--- config.mk ---
export PLATFORM = sky130hd
export DESIGN_NAME = tx_request_frame_serializer_flat
export DESIGN_NICKNAME = d
export VERILOG_FILES = /design/src/rtl/core/txs_pkg.sv /design/src/rtl/core/txs_if.sv /design/src/rtl/core/txs_sequencer.sv /design/src/rtl/core/txs_out_reg.sv /design/src/rtl/core/tx_request_frame_serializer.sv /design/src/flat_wrapper.sv
export SDC_FILE = /design/constraint.sdc
export NUM_CORES = 1
export LEC_CHECK = 0
export BUFFER_PORTS_ARGS = -buffer_cell sky130_fd_sc_hd__buf_4
export CAP_MARGIN = 20
export CORE_MARGIN = 1.5
export CORE_UTILIZATION = 50
export CTS_CLUSTER_SIZE = 20
export DETAILED_ROUTE_END_ITERATION = 10
export GPL_TIMING_DRIVEN = 0
export PLACE_DENSITY = 0.75
export SLEW_MARGIN = 30
export SYNTH_ARGS = -nofsm -noshare
export SYNTH_HDL_FRONTEND = slang
export SYNTH_SLANG_ARGS = --single-unit
--- constraint.sdc ---
create_clock -name clk -period 7.1 [get_ports clk]
set_input_delay 0.355 -clock clk [delete_from_list [all_inputs] [get_ports clk]]
set_output_delay 0.355 -clock clk [all_outputs]
set_load 0.01 [all_outputs]
--- src/rtl/core/txs_pkg.sv ---
// shared types and constants for the tx request frame serializer
`timescale 1ns / 1ps
`default_nettype none

package txs_pkg;

  // frame format constants
  localparam logic [7:0]  Delimiter  = 8'h7E;
  localparam logic [7:0]  FrameType  = 8'h10;
  localparam logic [15:0] LenBase    = 16'd14;
  localparam int unsigned MaxPayload = 255;

  // position of a byte within the frame header
  typedef logic [4:0] hdr_idx_t;

  localparam hdr_idx_t HdrDelim   = 5'd0;
  localparam hdr_idx_t HdrLenHi   = 5'd1;
  localparam hdr_idx_t HdrLenLo   = 5'd2;
  localparam hdr_idx_t HdrType    = 5'd3;
  localparam hdr_idx_t HdrId      = 5'd4;
  localparam hdr_idx_t HdrDest0   = 5'd5;
  localparam hdr_idx_t HdrDest1   = 5'd6;
  localparam hdr_idx_t HdrDest2   = 5'd7;
  localparam hdr_idx_t HdrDest3   = 5'd8;
  localparam hdr_idx_t HdrDest4   = 5'd9;
  localparam hdr_idx_t HdrDest5   = 5'd10;
  localparam hdr_idx_t HdrDest6   = 5'd11;
  localparam hdr_idx_t HdrDest7   = 5'd12;
  localparam hdr_idx_t HdrNetHi   = 5'd13;
  localparam hdr_idx_t HdrNetLo   = 5'd14;
  localparam hdr_idx_t HdrRadius  = 5'd15;
  localparam hdr_idx_t HdrOptions = 5'd16;

  // one output byte on its way to the output register
  typedef struct packed {
    logic [7:0] out_byte;
    logic       frame_end;
    logic       item_end;
  } out_beat_t;

  // sequencer status seen by the top level checks
  typedef struct packed {
    logic     cur_valid;
    logic     in_frame;
    hdr_idx_t hdr_idx;
  } txs_status_t;

endpackage

`default_nettype wire

--- src/rtl/core/txs_if.sv ---
// request and byte stream channel interfaces
`timescale 1ns / 1ps
`default_nettype none

interface txs_req_if;
  logic        valid;
  logic        ready;
  logic [7:0]  frame_id;
  logic [63:0] dest_addr;
  logic [15:0] net_addr;
  logic [7:0]  radius;
  logic [7:0]  options;
  logic [7:0]  payload_len;
  logic [7:0]  data_byte;

  modport source (
    output valid, frame_id, dest_addr, net_addr, radius, options, payload_len, data_byte,
    input  ready
  );
  modport sink (
    input  valid, frame_id, dest_addr, net_addr, radius, options, payload_len, data_byte,
    output ready
  );
endinterface

interface txs_byte_if;
  logic       valid;
  logic       ready;
  logic [7:0] out_byte;
  logic       frame_end;
  logic       item_end;

  modport source (
    output valid, out_byte, frame_end, item_end,
    input  ready
  );
  modport sink (
    input  valid, out_byte, frame_end, item_end,
    output ready
  );
endinterface

`default_nettype wire

--- src/rtl/core/txs_sequencer.sv ---
// request register, frame state and byte selection
`timescale 1ns / 1ps
`default_nettype none

module txs_sequencer (
  input  logic                clk,
  input  logic                rst,
  txs_req_if.sink             req,
  output txs_pkg::out_beat_t  beat,
  output logic                beat_valid,
  input  logic                beat_ready,
  output txs_pkg::txs_status_t status
);
  import txs_pkg::*;

  // held request
  logic        cur_valid;
  logic [7:0]  cur_frame_id;
  logic [63:0] cur_dest_addr;
  logic [15:0] cur_net_addr;
  logic [7:0]  cur_radius;
  logic [7:0]  cur_options;
  logic [7:0]  cur_payload_len;
  logic [7:0]  cur_data_byte;

  // frame state
  hdr_idx_t    hdr_idx;
  logic        data_done;
  logic        in_frame;
  logic [7:0]  bytes_left;
  logic [7:0]  running_sum;

  logic        emit;
  logic        item_last;
  logic        take;
  logic [7:0]  n_clamp;
  logic [15:0] flen;
  logic [7:0]  hdr_byte;
  logic        send_hdr;
  logic        send_data;
  logic        sum_add;

  // length field from clamped payload count
  always_comb begin
    if ({8'h00, cur_payload_len} > 16'(MaxPayload)) begin
      n_clamp = 8'(MaxPayload);
    end else begin
      n_clamp = cur_payload_len;
    end
    flen = LenBase + {8'h00, n_clamp};
  end

  // header byte select
  always_comb begin
    unique case (hdr_idx)
      HdrDelim:   hdr_byte = Delimiter;
      HdrLenHi:   hdr_byte = flen[15:8];
      HdrLenLo:   hdr_byte = flen[7:0];
      HdrType:    hdr_byte = FrameType;
      HdrId:      hdr_byte = cur_frame_id;
      HdrDest0:   hdr_byte = cur_dest_addr[63:56];
      HdrDest1:   hdr_byte = cur_dest_addr[55:48];
      HdrDest2:   hdr_byte = cur_dest_addr[47:40];
      HdrDest3:   hdr_byte = cur_dest_addr[39:32];
      HdrDest4:   hdr_byte = cur_dest_addr[31:24];
      HdrDest5:   hdr_byte = cur_dest_addr[23:16];
      HdrDest6:   hdr_byte = cur_dest_addr[15:8];
      HdrDest7:   hdr_byte = cur_dest_addr[7:0];
      HdrNetHi:   hdr_byte = cur_net_addr[15:8];
      HdrNetLo:   hdr_byte = cur_net_addr[7:0];
      HdrRadius:  hdr_byte = cur_radius;
      HdrOptions: hdr_byte = cur_options;
      default:    hdr_byte = 8'h00;
    endcase
  end

  // pick header, payload or checksum byte
  always_comb begin
    send_hdr  = !in_frame;
    send_data = in_frame && !data_done && (bytes_left != 8'h00);
    beat      = '0;
    item_last = 1'b0;
    sum_add   = 1'b0;
    if (send_hdr) begin
      beat.out_byte = hdr_byte;
      sum_add       = (hdr_idx >= HdrType);
    end else if (send_data) begin
      beat.out_byte = cur_data_byte;
      item_last     = (bytes_left != 8'h01);
      beat.item_end = item_last;
      sum_add       = 1'b1;
    end else begin
      beat.out_byte  = ~running_sum;
      beat.frame_end = 1'b1;
      beat.item_end  = 1'b1;
      item_last      = 1'b1;
    end
  end

  assign beat_valid = cur_valid;
  assign emit       = cur_valid && beat_ready;
  assign req.ready  = !cur_valid || (emit && item_last);
  assign take       = req.valid && req.ready;

  // request register
  always_ff @(posedge clk) begin
    if (take) begin
      cur_frame_id    <= req.frame_id;
      cur_dest_addr   <= req.dest_addr;
      cur_net_addr    <= req.net_addr;
      cur_radius      <= req.radius;
      cur_options     <= req.options;
      cur_payload_len <= req.payload_len;
      cur_data_byte   <= req.data_byte;
    end
  end

  // control and frame state
  always_ff @(posedge clk) begin
    if (rst) begin
      cur_valid   <= 1'b0;
      hdr_idx     <= HdrDelim;
      data_done   <= 1'b0;
      in_frame    <= 1'b0;
      bytes_left  <= 8'h00;
      running_sum <= 8'h00;
    end else begin
      if (emit) begin
        if (sum_add) begin
          running_sum <= running_sum + beat.out_byte;
        end
        if (send_hdr) begin
          if (hdr_idx == HdrOptions) begin
            hdr_idx    <= HdrDelim;
            in_frame   <= 1'b1;
            bytes_left <= n_clamp;
          end else begin
            hdr_idx <= hdr_idx + 5'd1;
          end
        end else if (send_data) begin
          bytes_left <= bytes_left - 8'h01;
        end else begin
          in_frame    <= 1'b0;
          running_sum <= 8'h00;
        end
      end
      // a new request clears the payload mark, otherwise a sent payload byte sets it
      if (take) begin
        cur_valid <= 1'b1;
        data_done <= 1'b0;
      end else begin
        if (emit && item_last) begin
          cur_valid <= 1'b0;
        end
        if (emit && send_data) begin
          data_done <= 1'b1;
        end
      end
    end
  end

  assign status.cur_valid = cur_valid;
  assign status.in_frame  = in_frame;
  assign status.hdr_idx   = hdr_idx;

endmodule

`default_nettype wire

--- src/rtl/core/txs_out_reg.sv ---
// output byte register between the sequencer and the byte stream
`timescale 1ns / 1ps
`default_nettype none

module txs_out_reg (
  input  logic               clk,
  input  logic               rst,
  input  txs_pkg::out_beat_t beat,
  input  logic               beat_valid,
  output logic               beat_ready,
  txs_byte_if.source         frame
);
  import txs_pkg::*;

  logic      valid;
  out_beat_t held;

  // load whenever empty or being drained
  assign beat_ready = !valid || frame.ready;

  always_ff @(posedge clk) begin
    if (rst) begin
      valid <= 1'b0;
    end else if (beat_ready) begin
      valid <= beat_valid;
    end
  end

  always_ff @(posedge clk) begin
    if (beat_ready && beat_valid) begin
      held <= beat;
    end
  end

  assign frame.valid     = valid;
  assign frame.out_byte  = held.out_byte;
  assign frame.frame_end = held.frame_end;
  assign frame.item_end  = held.item_end;

endmodule

`default_nettype wire

--- src/rtl/core/tx_request_frame_serializer.sv ---
// top level of the tx request frame serializer
// a request's first byte is loaded into the output register before it is valid on
// the output
// throughput: one output byte per cycle while the byte stream is ready; a payload
// request gives one byte, the closing payload request two, and a frame's first request
// 18 bytes (17 header bytes plus payload byte or checksum), 19 when the payload is one byte
// reset: synchronous; clears the held request, output register and frame state
`timescale 1ns / 1ps
`default_nettype none

module tx_request_frame_serializer (
  input  logic       clk,
  input  logic       rst,
  txs_req_if.sink    req,
  txs_byte_if.source frame
);
  import txs_pkg::*;

  out_beat_t   beat;
  logic        beat_valid;
  logic        beat_ready;
  txs_status_t status;

  // byte selection and frame state
  txs_sequencer u_seq (
    .clk        (clk),
    .rst        (rst),
    .req        (req),
    .beat       (beat),
    .beat_valid (beat_valid),
    .beat_ready (beat_ready),
    .status     (status)
  );

  // output register
  txs_out_reg u_out (
    .clk        (clk),
    .rst        (rst),
    .beat       (beat),
    .beat_valid (beat_valid),
    .beat_ready (beat_ready),
    .frame      (frame)
  );

`ifndef SYNTHESIS
  // header counter rests at the delimiter once the header is out
  a_hdr_idle: assert property (@(posedge clk) disable iff (rst)
    status.in_frame |-> status.hdr_idx == HdrDelim)
    else $error("header index not at rest during payload");

  // a checksum byte always closes its request
  a_frame_end_item: assert property (@(posedge clk) disable iff (rst)
    frame.valid && frame.frame_end |-> frame.item_end)
    else $error("frame end without item end");

  // after the checksum leaves, no frame is open yet
  a_frame_closed: assert property (@(posedge clk) disable iff (rst)
    frame.valid && frame.ready && frame.frame_end |=> !status.in_frame)
    else $error("frame open right after checksum");

  // a new request is only taken into a free or finishing register
  a_take_free: assert property (@(posedge clk) disable iff (rst)
    req.valid && req.ready && status.cur_valid |-> beat_ready)
    else $error("request taken while held request still busy");
`endif

endmodule

`default_nettype wire
--- src/flat_wrapper.sv ---
// flat-port wrapper written by rule: the top's interface ports become plain ports
module tx_request_frame_serializer_flat import txs_pkg::*;
  (clk, rst, req_valid, req_frame_id, req_dest_addr, req_net_addr, req_radius, req_options, req_payload_len, req_data_byte, req_ready, frame_valid, frame_out_byte, frame_frame_end, frame_item_end, frame_ready);
  txs_req_if req_i ();
  txs_byte_if frame_i ();
  input  logic clk;
  input  logic rst;
  input wire logic [$bits(req_i.valid)-1:0] req_valid;
  input wire logic [$bits(req_i.frame_id)-1:0] req_frame_id;
  input wire logic [$bits(req_i.dest_addr)-1:0] req_dest_addr;
  input wire logic [$bits(req_i.net_addr)-1:0] req_net_addr;
  input wire logic [$bits(req_i.radius)-1:0] req_radius;
  input wire logic [$bits(req_i.options)-1:0] req_options;
  input wire logic [$bits(req_i.payload_len)-1:0] req_payload_len;
  input wire logic [$bits(req_i.data_byte)-1:0] req_data_byte;
  output wire logic [$bits(req_i.ready)-1:0] req_ready;
  output wire logic [$bits(frame_i.valid)-1:0] frame_valid;
  output wire logic [$bits(frame_i.out_byte)-1:0] frame_out_byte;
  output wire logic [$bits(frame_i.frame_end)-1:0] frame_frame_end;
  output wire logic [$bits(frame_i.item_end)-1:0] frame_item_end;
  input wire logic [$bits(frame_i.ready)-1:0] frame_ready;
  assign req_i.valid = req_valid;
  assign req_i.frame_id = req_frame_id;
  assign req_i.dest_addr = req_dest_addr;
  assign req_i.net_addr = req_net_addr;
  assign req_i.radius = req_radius;
  assign req_i.options = req_options;
  assign req_i.payload_len = req_payload_len;
  assign req_i.data_byte = req_data_byte;
  assign req_ready = req_i.ready;
  assign frame_valid = frame_i.valid;
  assign frame_out_byte = frame_i.out_byte;
  assign frame_frame_end = frame_i.frame_end;
  assign frame_item_end = frame_i.item_end;
  assign frame_i.ready = frame_ready;
  tx_request_frame_serializer u_core (.clk(clk), .rst(rst), .req(req_i), .frame(frame_i));
endmodule
==> reports/metrics.yaml, run 1 <==
slew-limit-headroom_pct: 34.5
routed_wl_microns: 16600
cp.required_ns: 7.41
status: "completed"
cp-end-kind: "flip-flop"
hpwlAfterDp_microns: 12300
powerDensity_nw_per_um2: 238
synth_top_cell_by_area: "edfxtp_1"
dr_total_vias: 4979
grt_pass1_vias: 4888
die_h_microns: 119
ioPinCount: 136
hold_viol: 0
post-cts-setup-buffers: 0
initial_core_util_pct: 51.1
ys.flop_type: "edfxtp_1"
yosysWarnings: 0
grt_pass1_wl_microns: 25800
finalMaxSlewViolations: 0
p_total_mw: 2.06
tightest_slew_ns: 0.980
hp-class: "in2reg"
timing.hold.ws_ns: 0.0981
max_freq_ghz: 0.212
fin_worst_skew_ns: 0.00833
async_reset_ff_share_pct: 0
drive_above_1_share_pct: 28.1
area_growth_pct: 28.5
path_clk_slew_ns: 0.06
netlist.area_leader.share_pct: 58.0
die_area_sq_um: 14200
syn_area_per_cell_sq_um: 13.1
drtIter0Drc: 448
clk_latency_ns: 0.43
clockBufferDepth: 2
tns_ns: 0
ys_types: 67
drv_cap: 0
track_usage_pct: 24.4
grt_overflow: 0
remaining_drc_errors: 0
ys_ff_latch: 155
synthCells: 513
synth_nets: 654
period_share_pct: 66.3
rsz0062_at_grt: "false"
die-width_microns: 119
nNetsFinal: 814
start_kind: "flip-flop"
cts-htree-levels: 4
syn-cell-area_sq_um: 6740
core_sq_um: 13200
ant_nets: 0
diodes: 0
clock-root-buffer: "clkbuf_16"
place_congestion: 0.882
finalSetupViolCount: 0
min_period_ns: 4.71
numCtsBuffers: 17
cts.sinks: 155
io_buffers: 134
p_leak_nw: 3.18
cts_resized: 0
rows: 42
antenna_found_initial: 0
crit_fanout: 10
arrival_ns: 5.02
worstSetupPathType: "reg2reg"
cts_tree: "done"
grt_max_degree: 23
wl_per_cell_microns: 19.3
cts_hold_buf: 0
via_per_inst: 5.78
yosysSeqAreaShare_pct: 65.4
synth_edf_count: 130
peakVddDrop_mv: 0.175
dr.pass1.iters: 5
netlist_top_cells_area: "edfxtp_1, dfxtp_1, mux2i_1"
area by class of cell:
class,instances,area [sq um]
Multi-Input combinational cell,319,2180
Tap cell,176,220
Timing Repair Buffer,141,1140
Clock buffer,19,433
Clock inverter,13,118
Sequential cell,155,4400
Buffer,21,96.3
Inverter,18,67.6
Fill cell,955,4540
report_power, final:
group | leakage, nW | total, mW | internal (mW) | switching (mW)
registers | 1.44 | 1.06 | 1.04 | 0.0171
logic | 1.48 | 0.160 | 0.0813 | 0.0789
clock network | 0.258 | 0.847 | 0.483 | 0.364
routing by layer:
| layer | global-route usage [%] | part of all wire, % | wire, microns |
|---|---|---|---|
| met1 | 31.9 | 41 | 6810 |
| met2 | 39.5 | 49 | 8190 |
| met3 | 5.60 | 7.3 | 1220 |
| met4 | 9.86 | 2.4 | 400 |
| met5 | 0 | 0 | 0 |
critical path, cell delays in order (launching register included):
cell and delay (ns):
dfxtp_1 0.38, inv_1 0.11, ha_1 0.21, clkbuf_1 0.43
nor3b_1 0.86, nand2_1 0.10, o21ai_0 0.14, a221oi_1 0.10
a32oi_1 0.37, ha_1 0.24, inv_1 0.06, fa_1 0.41
nor2b_1 0.18, o21ai_0 0.13, a21boi_0 0.27, o21a_1 0.18
nor3_1 0.05, o41ai_1 0.37
cells in the mapped netlist (all sizes together) (8+ instances only):
| library cell | number |
|---|---|
| a21oi | 33 |
| a22oi | 11 |
| buf | 9 |
| clkbuf | 12 |
| dfxtp | 25 |
| edfxtp | 130 |
| ha | 16 |
| inv | 18 |
| mux2i | 23 |
| nand2 | 36 |
| nand3 | 8 |
| nor2 | 46 |
| nor3 | 11 |
| o21ai | 19 |
metrics by stage:
step | util (%) | worst slack [ns] | cells | instance area [sq um]
finish | 65.6 | 2.39 | 862 | 8650
detailed placement | 61.4 | 2.55 | 830 | 8100
CTS | 65.6 | 2.50 | 862 | 8650
global route | 65.6 | 2.03 | 862 | 8650
global placement | 60.4 | 1.01 | 823 | 7970
floorplan | - | 2.33 | 513 | 6740
cells in the final DEF (no fill, tap or decap), types with 7 or more instances in the layout:
cell | synthesis | layout
clkbuf_1 | 12 | 14
mux2i_1 | 23 | 23
dfxtp_1 | 25 | 25
clkbuf_16 | 0 | 17
inv_1 | 17 | 17
edfxtp_1 | 130 | 130
o21ai_0 | 17 | 17
ha_1 | 16 | 16
buf_4 | 0 | 134
a21oi_1 | 33 | 32
nand2_1 | 36 | 36
a211oi_1 | 7 | 7
nand3_1 | 8 | 8
buf_2 | 8 | 8
nor3_1 | 11 | 11
a22oi_1 | 11 | 11
nor2_1 | 46 | 46
a222oi_1 | 7 | 7
state kept, by name (all words and copies together), names as in the netlist, 5 cells and up:
name,flops
u_core.u_seq.cur_options,8
u_core.u_seq.cur_net_addr,16
u_core.u_seq.cur_data_byte,8
u_core.u_seq.running_sum,8
u_core.u_seq.bytes_left,8
u_core.u_out.frame.out_byte,8
u_core.u_seq.hdr_idx,5
u_core.u_seq.cur_radius,8
u_core.u_seq.cur_payload_len,8
u_core.u_seq.cur_frame_id,8
u_core.u_seq.cur_dest_addr,64
final timing paths:
kind	start	depth (start not counted)	to	slack [ns]
max	u_core.u_seq.hdr_idx[0]	17	u_core.u_seq.running_sum[6]	2.39
min	req_dest_addr[29]	1	u_core.u_seq.cur_dest_addr[29]	0.1
max reg2reg	u_core.u_seq.hdr_idx[0]	17	u_core.u_seq.running_sum[6]	2.39
min reg2reg	u_core.u_seq.running_sum[0]	2	u_core.u_seq.running_sum[0]	0.48
cells by family (layout without fill, tap and decap cells):
family	count (synthesis)	count (layout)	share of synthesized area (%)
AOI/OAI and AO/OA	122	122	12.6
xor gates and xnor gates	6	6	0.780
adders and majority gates	17	17	3.27
buffers and inverters	39	212	2.43
DFF	155	155	65.4
muxes	26	26	4.09
and+or+nand+nor	148	148	11.4
(Power assumes the default switching activity.)
==> run 2, diff against run 1 <==
ABC_AREA = 1   (was not set)
CORE_UTILIZATION = 49   (was 50)
PLACE_DENSITY = 0.73   (was 0.75)
clock period = 4.3 ns   (was 7.1 ns; I/O delays follow)
==> run 2 against run 1 <==
  * Routed wire length up 20%
  * Maximum frequency up 21%
  * Clock skew up 0.0046 ns
  * Via count up 15%
  * Count of clock-buffer cells in the layout down 1
  * Critical path type unchanged
  * First-iteration DRC count up 13%
  * Cell count up 22%
  * Sequential power up 68%
  * Die area up 0.72%
  * Largest power group unchanged
  * Setup slack worse by 2.0 ns
  * Register-to-register slack worse by 2.0 ns
  * Clock power up 82%
==> reports/metrics.yaml, run 2 <==
dr_total_vias: 5714  # +15%
largest_register_ffs: 64  # unchanged
worstSetupPathType: "reg2reg"
fin_cells: 1054  # +22%
slew-limit-headroom_pct: 47.6  # +13 points
io_buffers: 135  # +0.75%
ioPinCount: 136  # unchanged
hp-class: "in2reg"
synth_top_cell_by_area: "edfxtp_1"
crit_cells: 20  # +3
drtIter0Drc: 508  # +13%
wl_per_cell_microns: 19.0  # -1.5%
antenna_found_initial: 0  # unchanged
die_area_sq_um: 14300  # +0.72%
cts_tree: "done"
powerDensity_nw_per_um2: 393  # +65%
rows: 42  # unchanged
initial_core_util_pct: 50.2  # -0.85 points
regArea_sq_um: 4400  # unchanged
yosysWarnings: 0  # unchanged
min_period_ns: 3.90  # -0.803 ns
cp.required_ns: 4.66  # -2.75 ns
netlist.area_leader.share_pct: 58.7  # +0.75 points
synthCells: 585  # +14%
dr.pass1.iters: 6  # +1
clk_latency_ns: 0.43  # about the same
nNetsFinal: 1007  # +24%
multiInputGateArea_sq_um: 2000  # -8.0%
diodes: 0  # unchanged
arrival_ns: 4.26  # -0.76 ns
area_growth_pct: 48.2
die_h_microns: 119  # +0.36%
finalMaxSlewViolations: 0  # unchanged
track_usage_pct: 29.2  # +4.9 points
grt_pass1_vias: 5959  # +22%
die-width_microns: 119  # +0.36%
tightest_slew_ns: 0.784  # -0.196 ns
ys.flop_type: "edfxtp_1"
ys_ff_latch: 155  # unchanged
cts-htree-levels: 4  # unchanged
finalSetupViolCount: 0  # unchanged
worstPathCellList: "inv_1, ha_1, nand2_1, nor2_1, nand2_1, nand4_1, nor3_1, nand3_1, o211ai_1, inv_1, ha_1, inv_1, fa_1, o21ai_0, a21oi_1, o21bai_1, a21oi_1, o21ai_1, nand2_1, a21oi_1"
post-cts-setup-buffers: 0  # unchanged
place_inst: 902  # +8.7%
drive_above_1_share_pct: 23.8  # -4.3 points
yosysMostFrequentCell: "edfxtp_1"
layout_commonest_cell: "buf_4"
place_congestion: 0.894  # +1.4%
path_clk_slew_ns: 0.07  # about the same
drv_cap: 0  # unchanged
p_leak_nw: 4.00  # +26%
routed_wl_microns: 20000  # +20%
hold_viol: 0  # unchanged
status: "completed"
peakVddDrop_mv: 0.314  # +79%
critPathBufInv: 3  # unchanged
via_per_inst: 5.42  # -6.1%
tns_ns: 0  # unchanged
clockBufferDepth: 2  # unchanged
crit_fanout: 7  # -3
grt_overflow: 0  # unchanged
ant_nets: 0  # unchanged
syn_area_per_cell_sq_um: 11.4  # -13%
top_regs: "u_core.u_seq.cur_dest_addr x64, u_core.u_seq.cur_net_addr x16"
synth_commonest_cells: "edfxtp_1, nand2_1, inv_1, nor2_1, a21oi_1"
yosysSeqAreaShare_pct: 66.2  # +0.85 points
cp-end-kind: "flip-flop"
cts.sinks: 155  # unchanged
max_freq_ghz: 0.256  # +21%
hpwlAfterDp_microns: 12100  # -1.9%
ys_types: 43  # -36%
remaining_drc_errors: 0  # unchanged
period_share_pct: 90.8  # +24 points
core_sq_um: 13200  # +0.40%
whs_path_depth: 4  # +3
largest_register: "u_core.u_seq.cur_dest_addr"
netlist_top_cells_area: "edfxtp_1, dfxtp_1, nand2_1"
syn-cell-area_sq_um: 6650  # -1.3%
start_kind: "flip-flop"
rsz0062_at_grt: "false"
synth_nets: 726  # +11%
fill_cells: 808  # -15%
final_cell_mix: "buf_4, edfxtp_1, nand2_1"
critical-path-max-stage-delay_ns: 0.55  # -0.31 ns
fin_worst_skew_ns: 0.0130  # +0.00463 ns
grt_pass1_wl_microns: 31000  # +20%
rr_worst_depth: 20  # +3
grt_max_degree: 24  # +4.3%
synth_edf_count: 130  # unchanged
crit_family: "simple AND/OR/NAND/NOR gates"
numCtsBuffers: 17  # unchanged
cp_slowest_cell: "nor2_1"
async_reset_ff_share_pct: 0  # unchanged
clock-root-buffer: "clkbuf_16"
-- run 2: changes by cell type in the layout (fill, tap and decap cells not counted), sizes merged, moves of 14 or more --
cell / before / now
dlygate4sd3: 0 / 121
inv: 21 / 62
mux2i: 23 / 0
nand2: 36 / 131
nand3: 8 / 28
nand4: 1 / 15
-- run 2: routing by layer --
metal	vias up	wire [microns]	GRT usage (%)
li1	2664	-	-
met1	2674	7700	34.8
met2	319	10100	50.6
met3	57	1590	7.28
met4	0	675	12.1
met5	-	0	0
-- run 2: kinds of logic (layout without fill, tap and decap cells) --
| family | Yosys count | in the layout | share of synthesized area, % |
|---|---|---|---|
| AO/OA/AOI/OAI | 104 | 104 | 9.84 |
| XOR/XNOR | 6 | 6 | 0.790 |
| adder cells (fa/ha/maj) | 17 | 17 | 3.31 |
| buffers and inverters | 66 | 359 | 3.82 |
| flip-flops | 155 | 155 | 66.2 |
| AND/OR/NAND/NOR | 237 | 237 | 16.0 |
-- run 2: final cells by class --
type                    instances  area share, %
plain buffers                   7          0.305
well taps                     176           2.23
multi-input cells             364           20.3
clock inverters                13           1.69
flip-flops and latches        155           44.7
repair buffers                262           24.1
inverters                      59           2.27
clock buffers                  18           4.35
-- run 2: final timing paths --
kind                           start                           to  slack, ns
max reg2reg  u_core.u_seq.hdr_idx[0]  u_core.u_seq.running_sum[6]       0.40
max          u_core.u_seq.hdr_idx[0]  u_core.u_seq.running_sum[6]       0.40
min                      frame_ready     u_core.u_out.frame.valid       0.07
min reg2reg   u_core.u_seq.data_done       u_core.u_seq.data_done       0.46
-- run 2: worst register-to-register path, stage by stage, from the launching register on --
cell and delay, ns:
dfxtp_1 0.35, inv_1 0.12, ha_1 0.27, nand2_1 0.17
nor2_1 0.55, nand2_1 0.19, nand4_1 0.17, nor3_1 0.07
nand3_1 0.12, o211ai_1 0.10, inv_1 0.08, ha_1 0.17
inv_1 0.07, fa_1 0.45, o21ai_0 0.30, a21oi_1 0.12
o21bai_1 0.18, a21oi_1 0.09, o21ai_1 0.08, nand2_1 0.07
a21oi_1 0.11
-- run 2: through the flow --
stage	utilization [%]	total power, mW	hold slack, ns	worst slack [ns]	cell area, sq um
6_report	74.4	3.87	0.0682	0.395	9860
5_1_grt	74.4	3.99	0.0747	0.112	9860
4_1_cts	74.4	3.84	0.0729	0.438	9850
3_5_place_dp	60.8	2.25	0.394	0.485	8050
3_3_place_gp	59.6	2.22	0.394	-0.291	7890
2_1_floorplan	-	2.03	0.293	0.668	6660
-- run 2: what timing repair did --
action | 4_1_cts | 5_1_grt
hold buffers | 121 | 0
resized for setup | 0 | 1
endpoints found under the hold margin | 122 | 0
setup endpoints to repair | 0 | 1
-- run 2: where the power goes --
part / internal (mW) / switching, mW
clock: 0.916 / 0.628
sequential: 1.74 / 0.0422
combinational: 0.267 / 0.277
==> run 3, diff against run 2 <==
CELL_PAD_IN_SITES_DETAIL_PLACEMENT = 0   (was not set)
CELL_PAD_IN_SITES_GLOBAL_PLACEMENT = 1   (was not set)
CORE_UTILIZATION = 39   (was 49)
PLACE_DENSITY = 0.74   (was 0.73)
==> run 3 against run 2 <==
  * Critical path depth grew 1
  * Cell count grew 4.3%
  * Routed wire length shrank 7.1%
  * Die area grew 25%
  * Count of clock-buffer cells in the layout shrank 1
  * Clock skew shrank 0.00063 ns
  * Hold slack gained 0.0011 ns
  * Maximum frequency shrank 0.89%
  * Non-clock buffer count is the same
==> reports/metrics.yaml, run 3 (same netlist as run 2, synthesis figures left out) <==
top_regs: "u_core.u_seq.cur_dest_addr x64, u_core.u_seq.cur_net_addr x16"
rsz0062_at_grt: "false"
nNetsFinal: 1007  # unchanged
fin_util_pct: 59.2  # -15 points
start_kind: "flip-flop"
area_growth_pct: 48.3  # about the same
min_period_ns: 3.94  # +0.0352 ns
place_congestion: 0.847  # -5.2%
fin_cells: 1099  # +4.3%
clockBufferDepth: 2  # unchanged
track_usage_pct: 21.8  # -7.4 points
critical-path-max-stage-delay_ns: 0.56  # about the same
slew-limit-headroom_pct: 48.7  # +1.1 points
largest_register: "u_core.u_seq.cur_dest_addr"
remaining_drc_errors: 0  # unchanged
finalMaxSlewViolations: 0  # unchanged
crit_end: "u_core.u_seq.running_sum[6]"
via_per_inst: 4.90  # -9.5%
hpwlAfterDp_microns: 12900  # +6.9%
io_buffers: 135  # unchanged
p_total_mw: 3.79  # -2.1%
grt_overflow: 0  # unchanged
grt_pass1_wl_microns: 29200  # -5.9%
crit_start: "u_core.u_seq.hdr_idx[0]"
worstSetupPathType: "reg2reg"
finalSetupViolCount: 0  # unchanged
antenna_found_initial: 0  # unchanged
cp_slowest_cell: "nor2_1"
diodes: 0  # unchanged
critPathBufInv: 4  # +1
drtIter0Drc: 258  # -49%
clock-root-buffer: "clkbuf_16"
worstPathCellList: "ha_1, inv_1, nor2_1, inv_1, nor2_1, nand2_1, nand4_1, nor3_1, nand3_1, o211ai_1, inv_1, ha_1, inv_1, fa_1, o21ai_0, a21oi_1, o21bai_1, a21oi_1, o21ai_1, nand2_1, a21oi_1"
hp-class: "in2reg"
largest_register_ffs: 64  # unchanged
p_leak_nw: 3.98  # -0.43%
hold_viol: 0  # unchanged
place_inst: 946  # +4.9%
drive_above_1_share_pct: 23.9  # +0.087 points
routed_wl_microns: 18600  # -7.1%
dr_total_vias: 5390  # -5.7%
core_sq_um: 16600  # +26%
layout_commonest_cell: "buf_4"
cts_tree: "done"
cp_common_cell: "inv_1"
die-width_microns: 134  # +12%
ioPinCount: 136  # unchanged
cts-htree-levels: 4  # unchanged
status: "completed"
drv_cap: 0  # unchanged
whs_path_depth: 4  # unchanged
numCtsBuffers: 17  # unchanged
crit_fanout: 7  # unchanged
fin_worst_skew_ns: 0.0123  # -0.000632 ns
clk_latency_ns: 0.43  # about the same
grt_pass1_vias: 5529  # -7.2%
cts.sinks: 155  # unchanged
post-cts-setup-buffers: 0  # unchanged
dr.pass1.iters: 5  # -1
fin_ws_ns: 0.360  # -0.0352 ns
crit_family: "simple AND/OR/NAND/NOR gates"
ant_nets: 0  # unchanged
rows: 47  # +12%
crit_cells: 21  # +5.0%
rr_worst_depth: 21  # +5.0%
final_cell_mix: "buf_4, edfxtp_1, nand2_1"
wl_per_cell_microns: 16.9  # -11%
cp-end-kind: "flip-flop"
tightest_slew_ns: 0.767  # -0.0169 ns
max_freq_ghz: 0.254  # -0.89%
die_area_sq_um: 17800  # +25%
peakVddDrop_mv: 0.282  # -10%
r2r_slack_ns: 0.36  # -0.04 ns
dpl_worst_slack_ns: 0.382  # -0.102 ns
powerDensity_nw_per_um2: 384  # -2.1%
r2r-start: "u_core.u_seq.hdr_idx[0]"
die_h_microns: 134  # +12%
path_clk_slew_ns: 0.07  # about the same
reg2reg_to: "u_core.u_seq.running_sum[6]"
arrival_ns: 4.29  # +0.03 ns
grt_max_degree: 24  # unchanged
initial_core_util_pct: 40.0  # -10 points
cp.required_ns: 4.65  # about the same
period_share_pct: 91.6  # +0.82 points
==> run 3: stage by stage <==
stage               setup TNS, ns  instance area (sq um)  hold WS (ns)
floorplan                       0                   6660         0.293
global placement           -52.30                   7950         0.394
detailed placement              0                   8060         0.394
CTS                             0                   9860        0.0590
global route                    0                   9860        0.0701
finish                          0                   9860        0.0692
==> run 3: final cells by class <==
class                           count  area (sq um)
Buffer                              7          30.0
Clock buffer                       17           425
Clock inverter                     15           158
Fill cell                        1347          6780
Inverter                           59           224
Multi-Input combinational cell    364          2000
Sequential cell                   155          4400
Tap cell                          220           275
Timing Repair Buffer              262          2340
==> run 3: routing by layer <==
layer	global-route usage [%]	vias up	part of all wire [%]
met5	0	-	0
met4	6.58	0	1.5
met3	5.37	19	5.3
met2	37.6	177	50
met1	27.2	2537	43
li1	-	2657	-
==> run 3: how the worst min path moves through the flow <==
| stage | end | startpoint |
|---|---|---|
| detailed placement | u_core.u_seq.cur_data_byte[2] | req_data_byte[2] |
| global placement | u_core.u_seq.cur_net_addr[10] | req_net_addr[10] |
| CTS | u_core.u_out.frame.valid | frame_ready |
| global route | u_core.u_out.frame.valid | frame_ready |
| floorplan | u_core.u_seq.bytes_left[5] | rst |
| finish | u_core.u_out.frame.valid | frame_ready |
==> run 3: repair_timing <==
item                                   4_1_cts  5_1_grt
resized for setup                            0        0
hold buffers                               121        0
endpoints found under the hold margin      122        0
==> run 3: power breakdown <==
part           switching [mW]  total, mW  internal, mW
sequential             0.0397       1.78          1.74
combinational           0.272      0.533         0.262
clock                   0.661       1.48         0.817
==> run 3: worst min-delay path, cell delays in order <==
cell and delay [ns]:
buf_4 0.08, inv_1 0.03, nand2_1 0.06, a21oi_1 0.06
